`config.mk`:
```
export PLATFORM = sky130hd
export DESIGN_NAME = four_voice_synth_mixer_top
export DESIGN_NICKNAME = d
export VERILOG_FILES = /design/src/hdl/fvsm_pkg.sv /design/src/hdl/four_voice_synth_mixer_top.sv
export VERILOG_INCLUDE_DIRS = /design/src /design/src/hdl
export SDC_FILE = /design/constraint.sdc
export NUM_CORES = 2
export LEC_CHECK = 0
export BUFFER_PORTS_ARGS = -buffer_cell sky130_fd_sc_hd__buf_2
export CAP_MARGIN = 20
export CELL_PAD_IN_SITES_DETAIL_PLACEMENT = 0
export CELL_PAD_IN_SITES_GLOBAL_PLACEMENT = 1
export CORE_ASPECT_RATIO = 0.5
export CORE_MARGIN = 5
export CORE_UTILIZATION = 40
export DETAILED_ROUTE_END_ITERATION = 10
export PLACE_DENSITY = 0.65
export SLEW_MARGIN = 20
export SYNTH_ARGS = -nofsm -noshare
export SYNTH_HDL_FRONTEND = slang
export SYNTH_SLANG_ARGS = --single-unit
export TNS_END_PERCENT = 30
```
`constraint.sdc`:
```
create_clock -name clk_i -period 30.8 [get_ports clk_i]
set_input_delay 6.16 -clock clk_i [delete_from_list [all_inputs] [get_ports clk_i]]
set_output_delay 6.16 -clock clk_i [all_outputs]
set_load 0.01 [all_outputs]
```
`src/hdl/four_voice_synth_mixer_top_defines.svh`:
```
// ---------------------------------------------------------------------------
// Four-voice synth mixer: assertion macros
// Shared property wrappers for the mixer's concurrent checks.
// ---------------------------------------------------------------------------
`ifndef FOUR_VOICE_SYNTH_MIXER_TOP_DEFINES_SVH
`define FOUR_VOICE_SYNTH_MIXER_TOP_DEFINES_SVH

// check sampled on clk_i, ignored while rst_ni is low
`define FVSM_ASSERT(lbl, prop, msg) \
  lbl: assert property (@(posedge clk_i) disable iff (!rst_ni) prop) else $error(msg);

// check sampled on clk_i that must also hold through reset
`define FVSM_ASSERT_ALWAYS(lbl, prop, msg) \
  lbl: assert property (@(posedge clk_i) prop) else $error(msg);

`endif

```
`src/hdl/fvsm_pkg.sv`:
```
// ---------------------------------------------------------------------------
// Four-voice synth mixer package
// Request codes, waveform and envelope encodings, constants and helpers.
// ---------------------------------------------------------------------------
package fvsm_pkg;

  // default voice count
  localparam int VoicesDef = 4;

  localparam logic [15:0] LfsrTaps  = 16'hB400;
  localparam logic [15:0] LfsrSeed  = 16'hACE1;
  localparam logic [14:0] AmpPeak   = 15'h7FFF;
  localparam logic [15:0] NoiseDrop = 16'd16384;
  localparam int          CfgIdxW   = 3;

  // request codes
  typedef enum logic [2:0] {
    REQ_SAMPLE    = 3'd0,
    REQ_ENV_TICK  = 3'd1,
    REQ_NOTE_ON   = 3'd2,
    REQ_NOTE_OFF  = 3'd3,
    REQ_RESET_ALL = 3'd4
  } req_e;

  // waveform select
  typedef enum logic [1:0] {
    SHAPE_TRI   = 2'd0,
    SHAPE_PULSE = 2'd1,
    SHAPE_SAW   = 2'd2,
    SHAPE_NOISE = 2'd3
  } shape_e;

  // envelope stage
  typedef enum logic [1:0] {
    ST_RELEASE = 2'd0,
    ST_ATTACK  = 2'd1,
    ST_DECAY   = 2'd2,
    ST_HOLD    = 2'd3
  } stage_e;

  // packed envelope register, MSB first
  typedef struct packed {
    logic [7:0] rel;
    logic [6:0] sus;
    logic [7:0] dec;
    logic [7:0] atk;
  } env_cfg_t;

  // one Galois step: shift right, fold taps in if a one falls out
  function automatic logic [15:0] lfsr_step(input logic [15:0] s);
    logic [15:0] r;
    r = {1'b0, s[15:1]};
    if (s[0]) r = r ^ LfsrTaps;
    return r;
  endfunction

endpackage

```
`src/hdl/four_voice_synth_mixer_top.sv`:
```
// ---------------------------------------------------------------------------
// Four-voice synth mixer
// Tone generators with envelopes, mixed to one unsigned 8-bit sample.
// ---------------------------------------------------------------------------
// Usage:
//   Request words arrive on the in_* channel (valid/ready). A sample tick
//   advances every voice and yields one word on the out_* channel; envelope
//   ticks, note on/off and reset-all update voice state and yield nothing.
//   Envelope settings are written on the cfg_* channel, one register per
//   voice; write them only while the block is idle. cfg_ready_o is always
//   high and writes at an index beyond the voice count are dropped.
// Timing:
//   An accepted word sits in the input register, where the single processing
//   stage updates state and loads the result register; out_valid_o rises
//   when the result register takes the sample. One word per cycle is
//   sustained while sample ticks are not held back by out_ready_i; the
//   processing stage is the only datapath step.
// Reset:
//   All voices are silent with zero phase, the LFSR is reseeded, envelope
//   registers read zero and both pipeline registers are empty.
// Stalls:
//   While out_ready_i is low a held sample blocks only the next sample
//   tick; other requests keep flowing, and in_ready_o drops when a sample
//   tick cannot retire.
// ---------------------------------------------------------------------------
`include "four_voice_synth_mixer_top_defines.svh"

module four_voice_synth_mixer_top
  import fvsm_pkg::*;
#(
  parameter int VOICES = VoicesDef
) (
  input  logic               clk_i,
  input  logic               rst_ni,
  // request channel
  input  logic               in_valid_i,
  output logic               in_ready_o,
  input  logic [2:0]         req_type_i,
  input  logic [1:0]         voice_i,
  input  logic [15:0]        tone_step_i,
  input  logic [1:0]         wave_shape_i,
  input  logic [7:0]         pulse_width_i,
  // sample channel
  output logic               out_valid_o,
  input  logic               out_ready_i,
  output logic [7:0]         sample_o,
  // configuration channel
  input  logic               cfg_valid_i,
  output logic               cfg_ready_o,
  input  logic [CfgIdxW-1:0] cfg_index_i,
  input  logic [30:0]        cfg_data_i
);

  // input register
  logic        s1_valid_q, s1_valid_d;
  logic [2:0]  req_q;
  logic [1:0]  voice_q;
  logic [15:0] tone_step_q;
  logic [1:0]  wave_shape_q;
  logic [7:0]  pulse_width_q;

  // result register
  logic        out_valid_q, out_valid_d;
  logic [7:0]  sample_q, sample_d;

  // voice state
  env_cfg_t    env_cfg_q   [VOICES];
  logic [15:0] phase_q     [VOICES];
  logic [15:0] phase_d     [VOICES];
  logic [15:0] step_q      [VOICES];
  logic [15:0] step_d      [VOICES];
  shape_e      shape_q     [VOICES];
  shape_e      shape_d     [VOICES];
  logic [7:0]  width_q     [VOICES];
  logic [7:0]  width_d     [VOICES];
  logic [14:0] amp_q       [VOICES];
  logic [14:0] amp_d       [VOICES];
  stage_e      stage_q     [VOICES];
  stage_e      stage_d     [VOICES];
  logic [7:0]  noise_q     [VOICES];
  logic [7:0]  noise_d     [VOICES];
  logic [15:0] lfsr_q, lfsr_d;

  // sample tick results
  logic [15:0]        smp_phase [VOICES];
  logic [7:0]         smp_noise [VOICES];
  logic signed [15:0] prod      [VOICES];
  logic signed [17:0] sum_s;
  logic [15:0]        smp_lfsr;
  logic [7:0]         smp_out;

  // envelope tick results
  logic [14:0] env_amp   [VOICES];
  stage_e      env_stage [VOICES];

  logic in_fire, out_free, s1_is_sample, s1_adv;

  // handshake
  assign out_free     = !out_valid_q || out_ready_i;
  assign s1_is_sample = (req_q == REQ_SAMPLE);
  assign s1_adv       = s1_valid_q && (!s1_is_sample || out_free);
  assign in_ready_o   = !s1_valid_q || s1_adv;
  assign in_fire      = in_valid_i && in_ready_o;
  assign cfg_ready_o  = 1'b1;
  assign out_valid_o  = out_valid_q;
  assign sample_o     = sample_q;

  assign s1_valid_d = in_fire ? 1'b1 : (s1_adv ? 1'b0 : s1_valid_q);

  // result register next value
  always_comb begin
    out_valid_d = out_valid_q;
    sample_d    = sample_q;
    if (s1_adv && s1_is_sample) begin
      out_valid_d = 1'b1;
      sample_d    = smp_out;
    end else if (out_ready_i) begin
      out_valid_d = 1'b0;
    end
  end

  // sample tick: oscillators, noise chain, scaling and mix
  always_comb begin : p_mix
    logic [15:0]        chain;
    logic [15:0]        nxt;
    logic [15:0]        ph;
    logic [7:0]         p;
    logic [7:0]         nl;
    logic signed [7:0]  wv;
    logic [17:0]        shifted;
    chain = lfsr_q;
    sum_s = '0;
    for (int v = 0; v < VOICES; v++) begin
      ph  = phase_q[v] + step_q[v];
      p   = ph[15:8];
      nl  = noise_q[v];
      nxt = chain;
      case (shape_q[v])
        SHAPE_TRI:   wv = p[7] ? 8'(8'd192 - p) : 8'(p - 8'd64);
        SHAPE_PULSE: wv = (p < width_q[v]) ? -8'sd64 : 8'sd63;
        SHAPE_SAW:   wv = 8'({1'b0, p[7:1]} - 8'd64);
        default: begin
          // noise advances only while the phase top byte is above 64
          if (p > 8'd64) begin
            nxt   = lfsr_step(chain);
            chain = nxt;
            nl    = 8'({1'b0, nxt[15:9]} - 8'd64);
            ph    = ph - NoiseDrop;
          end
          wv = nl;
        end
      endcase
      smp_phase[v] = ph;
      smp_noise[v] = nl;
      prod[v]      = wv * $signed({1'b0, amp_q[v][14:8]});
      sum_s        = sum_s + 18'(prod[v]);
    end
    smp_lfsr = chain;
    shifted  = 18'(sum_s >>> 8);
    smp_out  = shifted[7:0] + 8'd128;
  end

  // envelope tick per voice
  always_comb begin : p_env
    env_cfg_t           c;
    logic [16:0]        a_up;
    logic signed [17:0] a_dn;
    logic [14:0]        sus15;
    logic [14:0]        rel15;
    for (int v = 0; v < VOICES; v++) begin
      c            = env_cfg_q[v];
      env_amp[v]   = amp_q[v];
      env_stage[v] = stage_q[v];
      a_up         = {2'b00, amp_q[v]} + {1'b0, c.atk, 8'h00};
      a_dn         = $signed({3'b000, amp_q[v]}) - $signed({2'b00, c.dec, 8'h00});
      sus15        = {c.sus, 8'h00};
      rel15        = {3'b000, c.rel, 4'h0};
      case (stage_q[v])
        ST_ATTACK: begin
          if (a_up >= {2'b00, AmpPeak}) begin
            env_amp[v]   = AmpPeak;
            env_stage[v] = ST_DECAY;
          end else begin
            env_amp[v] = a_up[14:0];
          end
        end
        ST_DECAY: begin
          // floor at sustain, which may also lift a lower level
          env_amp[v] = (a_dn < $signed({3'b000, sus15})) ? sus15 : a_dn[14:0];
        end
        ST_RELEASE: env_amp[v] = (amp_q[v] < rel15) ? '0 : amp_q[v] - rel15;
        default:    env_amp[v] = amp_q[v];
      endcase
    end
  end

  // request decode: next voice state
  always_comb begin
    for (int v = 0; v < VOICES; v++) begin
      phase_d[v] = phase_q[v];
      step_d[v]  = step_q[v];
      shape_d[v] = shape_q[v];
      width_d[v] = width_q[v];
      amp_d[v]   = amp_q[v];
      stage_d[v] = stage_q[v];
      noise_d[v] = noise_q[v];
    end
    lfsr_d = lfsr_q;
    if (s1_adv) begin
      unique case (req_q)
        REQ_SAMPLE: begin
          for (int v = 0; v < VOICES; v++) begin
            phase_d[v] = smp_phase[v];
            noise_d[v] = smp_noise[v];
          end
          lfsr_d = smp_lfsr;
        end
        REQ_ENV_TICK: begin
          for (int v = 0; v < VOICES; v++) begin
            amp_d[v]   = env_amp[v];
            stage_d[v] = env_stage[v];
          end
        end
        REQ_NOTE_ON: begin
          for (int v = 0; v < VOICES; v++) begin
            if (voice_q == 2'(v)) begin
              step_d[v]  = tone_step_q;
              shape_d[v] = shape_e'(wave_shape_q);
              width_d[v] = pulse_width_q;
              stage_d[v] = ST_ATTACK;
            end
          end
        end
        REQ_NOTE_OFF: begin
          for (int v = 0; v < VOICES; v++) begin
            if (voice_q == 2'(v)) stage_d[v] = ST_RELEASE;
          end
        end
        REQ_RESET_ALL: begin
          for (int v = 0; v < VOICES; v++) begin
            phase_d[v] = '0;
            step_d[v]  = '0;
            stage_d[v] = ST_RELEASE;
          end
        end
        default: ;
      endcase
    end
  end

  // pipeline control registers
  always_ff @(posedge clk_i or negedge rst_ni) begin
    if (!rst_ni) begin
      s1_valid_q  <= 1'b0;
      out_valid_q <= 1'b0;
    end else begin
      s1_valid_q  <= s1_valid_d;
      out_valid_q <= out_valid_d;
    end
  end

  // payload registers
  always_ff @(posedge clk_i) begin
    sample_q <= sample_d;
    if (in_fire) begin
      req_q         <= req_type_i;
      voice_q       <= voice_i;
      tone_step_q   <= tone_step_i;
      wave_shape_q  <= wave_shape_i;
      pulse_width_q <= pulse_width_i;
    end
  end

  // voice state and envelope registers
  always_ff @(posedge clk_i or negedge rst_ni) begin
    if (!rst_ni) begin
      for (int v = 0; v < VOICES; v++) begin
        env_cfg_q[v] <= '0;
        phase_q[v]   <= '0;
        step_q[v]    <= '0;
        shape_q[v]   <= SHAPE_TRI;
        width_q[v]   <= '0;
        amp_q[v]     <= '0;
        stage_q[v]   <= ST_RELEASE;
        noise_q[v]   <= '0;
      end
      lfsr_q <= LfsrSeed;
    end else begin
      for (int v = 0; v < VOICES; v++) begin
        if (cfg_valid_i && cfg_index_i == CfgIdxW'(v)) begin
          env_cfg_q[v] <= env_cfg_t'(cfg_data_i);
        end
        phase_q[v] <= phase_d[v];
        step_q[v]  <= step_d[v];
        shape_q[v] <= shape_d[v];
        width_q[v] <= width_d[v];
        amp_q[v]   <= amp_d[v];
        stage_q[v] <= stage_d[v];
        noise_q[v] <= noise_d[v];
      end
      lfsr_q <= lfsr_d;
    end
  end

  // checks
  `FVSM_ASSERT(a_ctrl_retires, s1_valid_q && !s1_is_sample |-> s1_adv, "non-sample request stalled")
  `FVSM_ASSERT(a_out_source, $rose(out_valid_q) |-> $past(s1_adv && s1_is_sample), "sample word without a sample tick")
  `FVSM_ASSERT(a_lfsr_live, lfsr_q != 16'h0000, "noise LFSR locked at zero")

endmodule
```
==> results.md <==
- Once the clock tree was built, the resizer swapped 0 gates to a different size.
- Synthesis produced a netlist whose cell count is 3989.
- In the routed layout, each cell is associated on average with a via count of 5.33.
- In the layout the commonest cells are 511 x inv_1, 475 x nand2_1, 390 x dfrtp_1.
- STA puts the critical path data arrival time at 6.92 ns.
- From left edge to right edge, the die measures 440 um.
- The worst setup path is captured at an output port.
- For this run, the total global-route usage over all layers was measured as 0.220.
- The sequential element share of the synthesized area is 0.301.
- The kind of critical path is input pin to output port.
- The number of flops mapped to enable cells by yosys is 39.
- After clock tree synthesis, the clock-pin slew on the worst setup and hold paths is 0.06 ns.
- For this design the top-level I/O count stands at 81.
- When the netlist entered floorplanning its net count stood at 4628.
- In this run the worst path has a maximum fanout of 3.
- The peak clock frequency supported by timing is 76.4 MHz.
- The total standard cell area after synthesis is 37000 um2.
- The number of warnings issued by yosys is 0.
- The reported max-cap violation count is 0.
- The count of non-filler cells in the finished layout is 5306.
- The deepest clock path buffer count is 3.
- The worst clock skew on the final layout is 0.0408 ns.
- The y dimension of the die is 225 um.
- Buffers inserted during clock tree synthesis total 47.
- The count of fill cells added during filler insertion is 8979.
- The required time at the endpoint of the critical path is 24.64 ns.
- The vias after detailed routing is 28300.
- Counting tap cells, the placed design contains a total of 5215 instances.
- After global routing the overflow that remains totals 0.
- The most common cell after layout, fill and taps aside is inv_1.
- The max-slew violation count is 0.
- The minimum period implied by the final worst setup slack is 13.08 ns.
- The placer's final routability congestion estimate is 0.874.
- Setup repair after global routing left no endpoint under its margin.
- The CTS sink count is 437.
- Detailed placement ended at an HPWL of 83.3 mm.
- In the final layout, the share of cells above drive strength 1 is 0.0908.
- The mean area per synthesized cell is 9.28 um2.
- For this block, the initial DRC count from the detailed router was 1845.
- The fraction of synthesis flops using an asynchronous set or reset pin is 0.911.
- At the pin with the least slew margin, the transition time is 1.06 ns.
- Setup violations remaining at the end of the flow were counted as 0.
- The die area is 99100 um2.
- The maximum number of pins on one net before global-route repair is 153.
- The run finished with clean final reports.
- The number of design rule violations left after detail routing is 0.
- The number of global-route vias before repair was 28800.
- The count of nets after finishing is 4663.
- The number of antenna violations at the first check in global routing was 4.
- The first detailed-routing pass ran for 5 iterations.
- The CTS tree is done.
- For this run, the leading register cell type out of synthesis is dfrtp_1.
- The worst slack at placement is 17.71 ns.
- The min-delay analysis places its worst path in the category flip-flop to flip-flop.
- In this run, synthesis produced a sequential element count of 437.
- The post-detailed-routing wire length is 107 mm.
- The number of routed nets with antenna violations is 0.
- The buffer count from post-CTS setup fixing is 0.
- The initial utilization of the core area, before any placement, comes to 0.406.
- The cell at the root of the clock tree is clkbuf_16.
- Once routing completed, OpenROAD measured the worst setup slack at 17.72 ns.
- The final hold violation count was 0.
- After clock tree synthesis, the flow added hold-fix buffers numbering 0.
- The count of buffers added on input and output ports is 79.
- STA classifies the critical path startpoint as an input pin.
- Dividing the detail-routed wire length by the instance count gives 20.2 um.
- The part of the cycle the worst path needs is 0.425.
- The first-pass GRT wire length is 169 mm.
- The number of different library cells in the post-synthesis netlist is 105.
- Measured against its own limit, the worst slew margin works out to 0.294.
- CTS built an H-tree with a depth of 2.
- The region available for standard cell placement spans 91300 um2.
- From synthesis to final layout, the design area changed by 9.59%.
- The accumulated negative setup slack is 0 ns.
- The row count is 78.
- The clock reaches the later pin of the worst-skew pair after 0.65 ns.
## critical path, stage by stage
cell      delay (ns)
buf_2           0.09
nand2b_1        0.14
nor4_1          0.24
nand2_1         0.12
buf_2           0.17
## cell usage after synthesis (all sizes together), types with 7 or more instances
cell type    n  area share
a211o        7      0.0017
a211oi      18      0.0038
a21boi      17      0.0034
a21o        62       0.013
a21oi      171       0.023
a221o       15      0.0041
a221oi      11      0.0028
a22o        17      0.0040
a311oi       7      0.0029
a31oi       17      0.0029
and2       127       0.021
and3        20      0.0034
buf         23      0.0031
clkbuf     113       0.011
dfrtp      390        0.26
dfstp        8      0.0057
edfxtp      39       0.032
fa         269        0.15
ha         300        0.10
inv        512       0.052
mux2       112       0.034
mux2i       57       0.016
nand2      475       0.048
nand2b      45      0.0078
nand3       38      0.0051
nand3b       8      0.0016
nand4       15      0.0027
nor2       189       0.019
nor2b       51      0.0086
nor3        40      0.0055
nor4        13      0.0022
o211ai      25      0.0051
o21a        47      0.0095
o21ai      357       0.048
o21bai      18      0.0036
o221ai       8      0.0019
o22a        10      0.0024
o22ai       28      0.0049
o2bb2ai      7      0.0018
o31ai       20      0.0041
or2          8      0.0014
or3         19      0.0032
xnor2      110       0.026
xor2        53       0.013
## worst paths after layout
path / end / slack, ns / startpoint / cells past startpoint
min reg2reg: noise_q[29] / 0.48 / noise_q[29] / 2
max in group asynchronous: phase_q[60] / 22.44 / rst_ni / 4
min in group asynchronous: env_cfg_q[26] / 5.47 / rst_ni / 1
max: in_ready_o / 17.72 / out_ready_i / 5
max reg2reg: sample_o[7] / 18.15 / phase_q[16] / 38
min: noise_q[29] / 0.48 / noise_q[29] / 2
## stage by stage
step	cell area, um2	util	hold WS, ns
after floorplan	37000	-	0.442
after global placement	38800	0.426	0.453
after detailed placement	38800	0.426	0.463
after CTS	40600	0.445	0.478
after global routing	40600	0.445	0.500
final	40600	0.445	0.477
## kinds of logic (layout without fill, tap and decap cells)
kind of cell / count (synthesis) / count (layout) / synth area share
simple gates: 1073 / 1073 / 0.136
compound gates: 924 / 924 / 0.159
buf+inv: 652 / 725 / 0.0669
fa+ha+maj: 569 / 569 / 0.247
flops: 437 / 437 / 0.301
mux: 170 / 170 / 0.0508
xor+xnor: 163 / 163 / 0.0392
other cells: 1 / 5 / 0.000101
## routing by layer
| layer | share of wire | global-route usage |
|---|---|---|
| met1 | 0.47 | 0.307 |
| met2 | 0.45 | 0.352 |
| met3 | 0.055 | 0.0423 |
| met4 | 0.027 | 0.0581 |
| met5 | 0 | 0 |
## flip-flops by register name, summed over array words and instances, names as in the netlist, 2 cells and up
| register | count |
|---|---|
| env_cfg_q | 124 |
| phase_q | 64 |
| step_q | 64 |
| amp_q | 48 |
| noise_q | 32 |
| width_q | 32 |
| lfsr_q | 16 |
| tone_step_q | 16 |
| pulse_width_q | 8 |
| sample_o | 8 |
| shape_q | 8 |
| stage_q | 8 |
| req_q | 3 |
| voice_q | 2 |
| wave_shape_q | 2 |
## layout make-up
cell class | count | area (um2) | share of cell area
Tap cell | 1240 | 1550 | 0.0382
Sequential cell | 437 | 11100 | 0.275
Multi-Input combinational cell | 2900 | 23500 | 0.579
Antenna cell | 4 | 10.0 | 0.000247
Timing Repair Buffer | 122 | 741 | 0.0183
Clock inverter | 24 | 362 | 0.00891
Clock buffer | 63 | 1360 | 0.0335
Inverter | 516 | 1940 | 0.0477
Power is left out: the tool's default activity adds up to more than one toggle a clock period on the data nets, which glitch-free logic cannot reach.
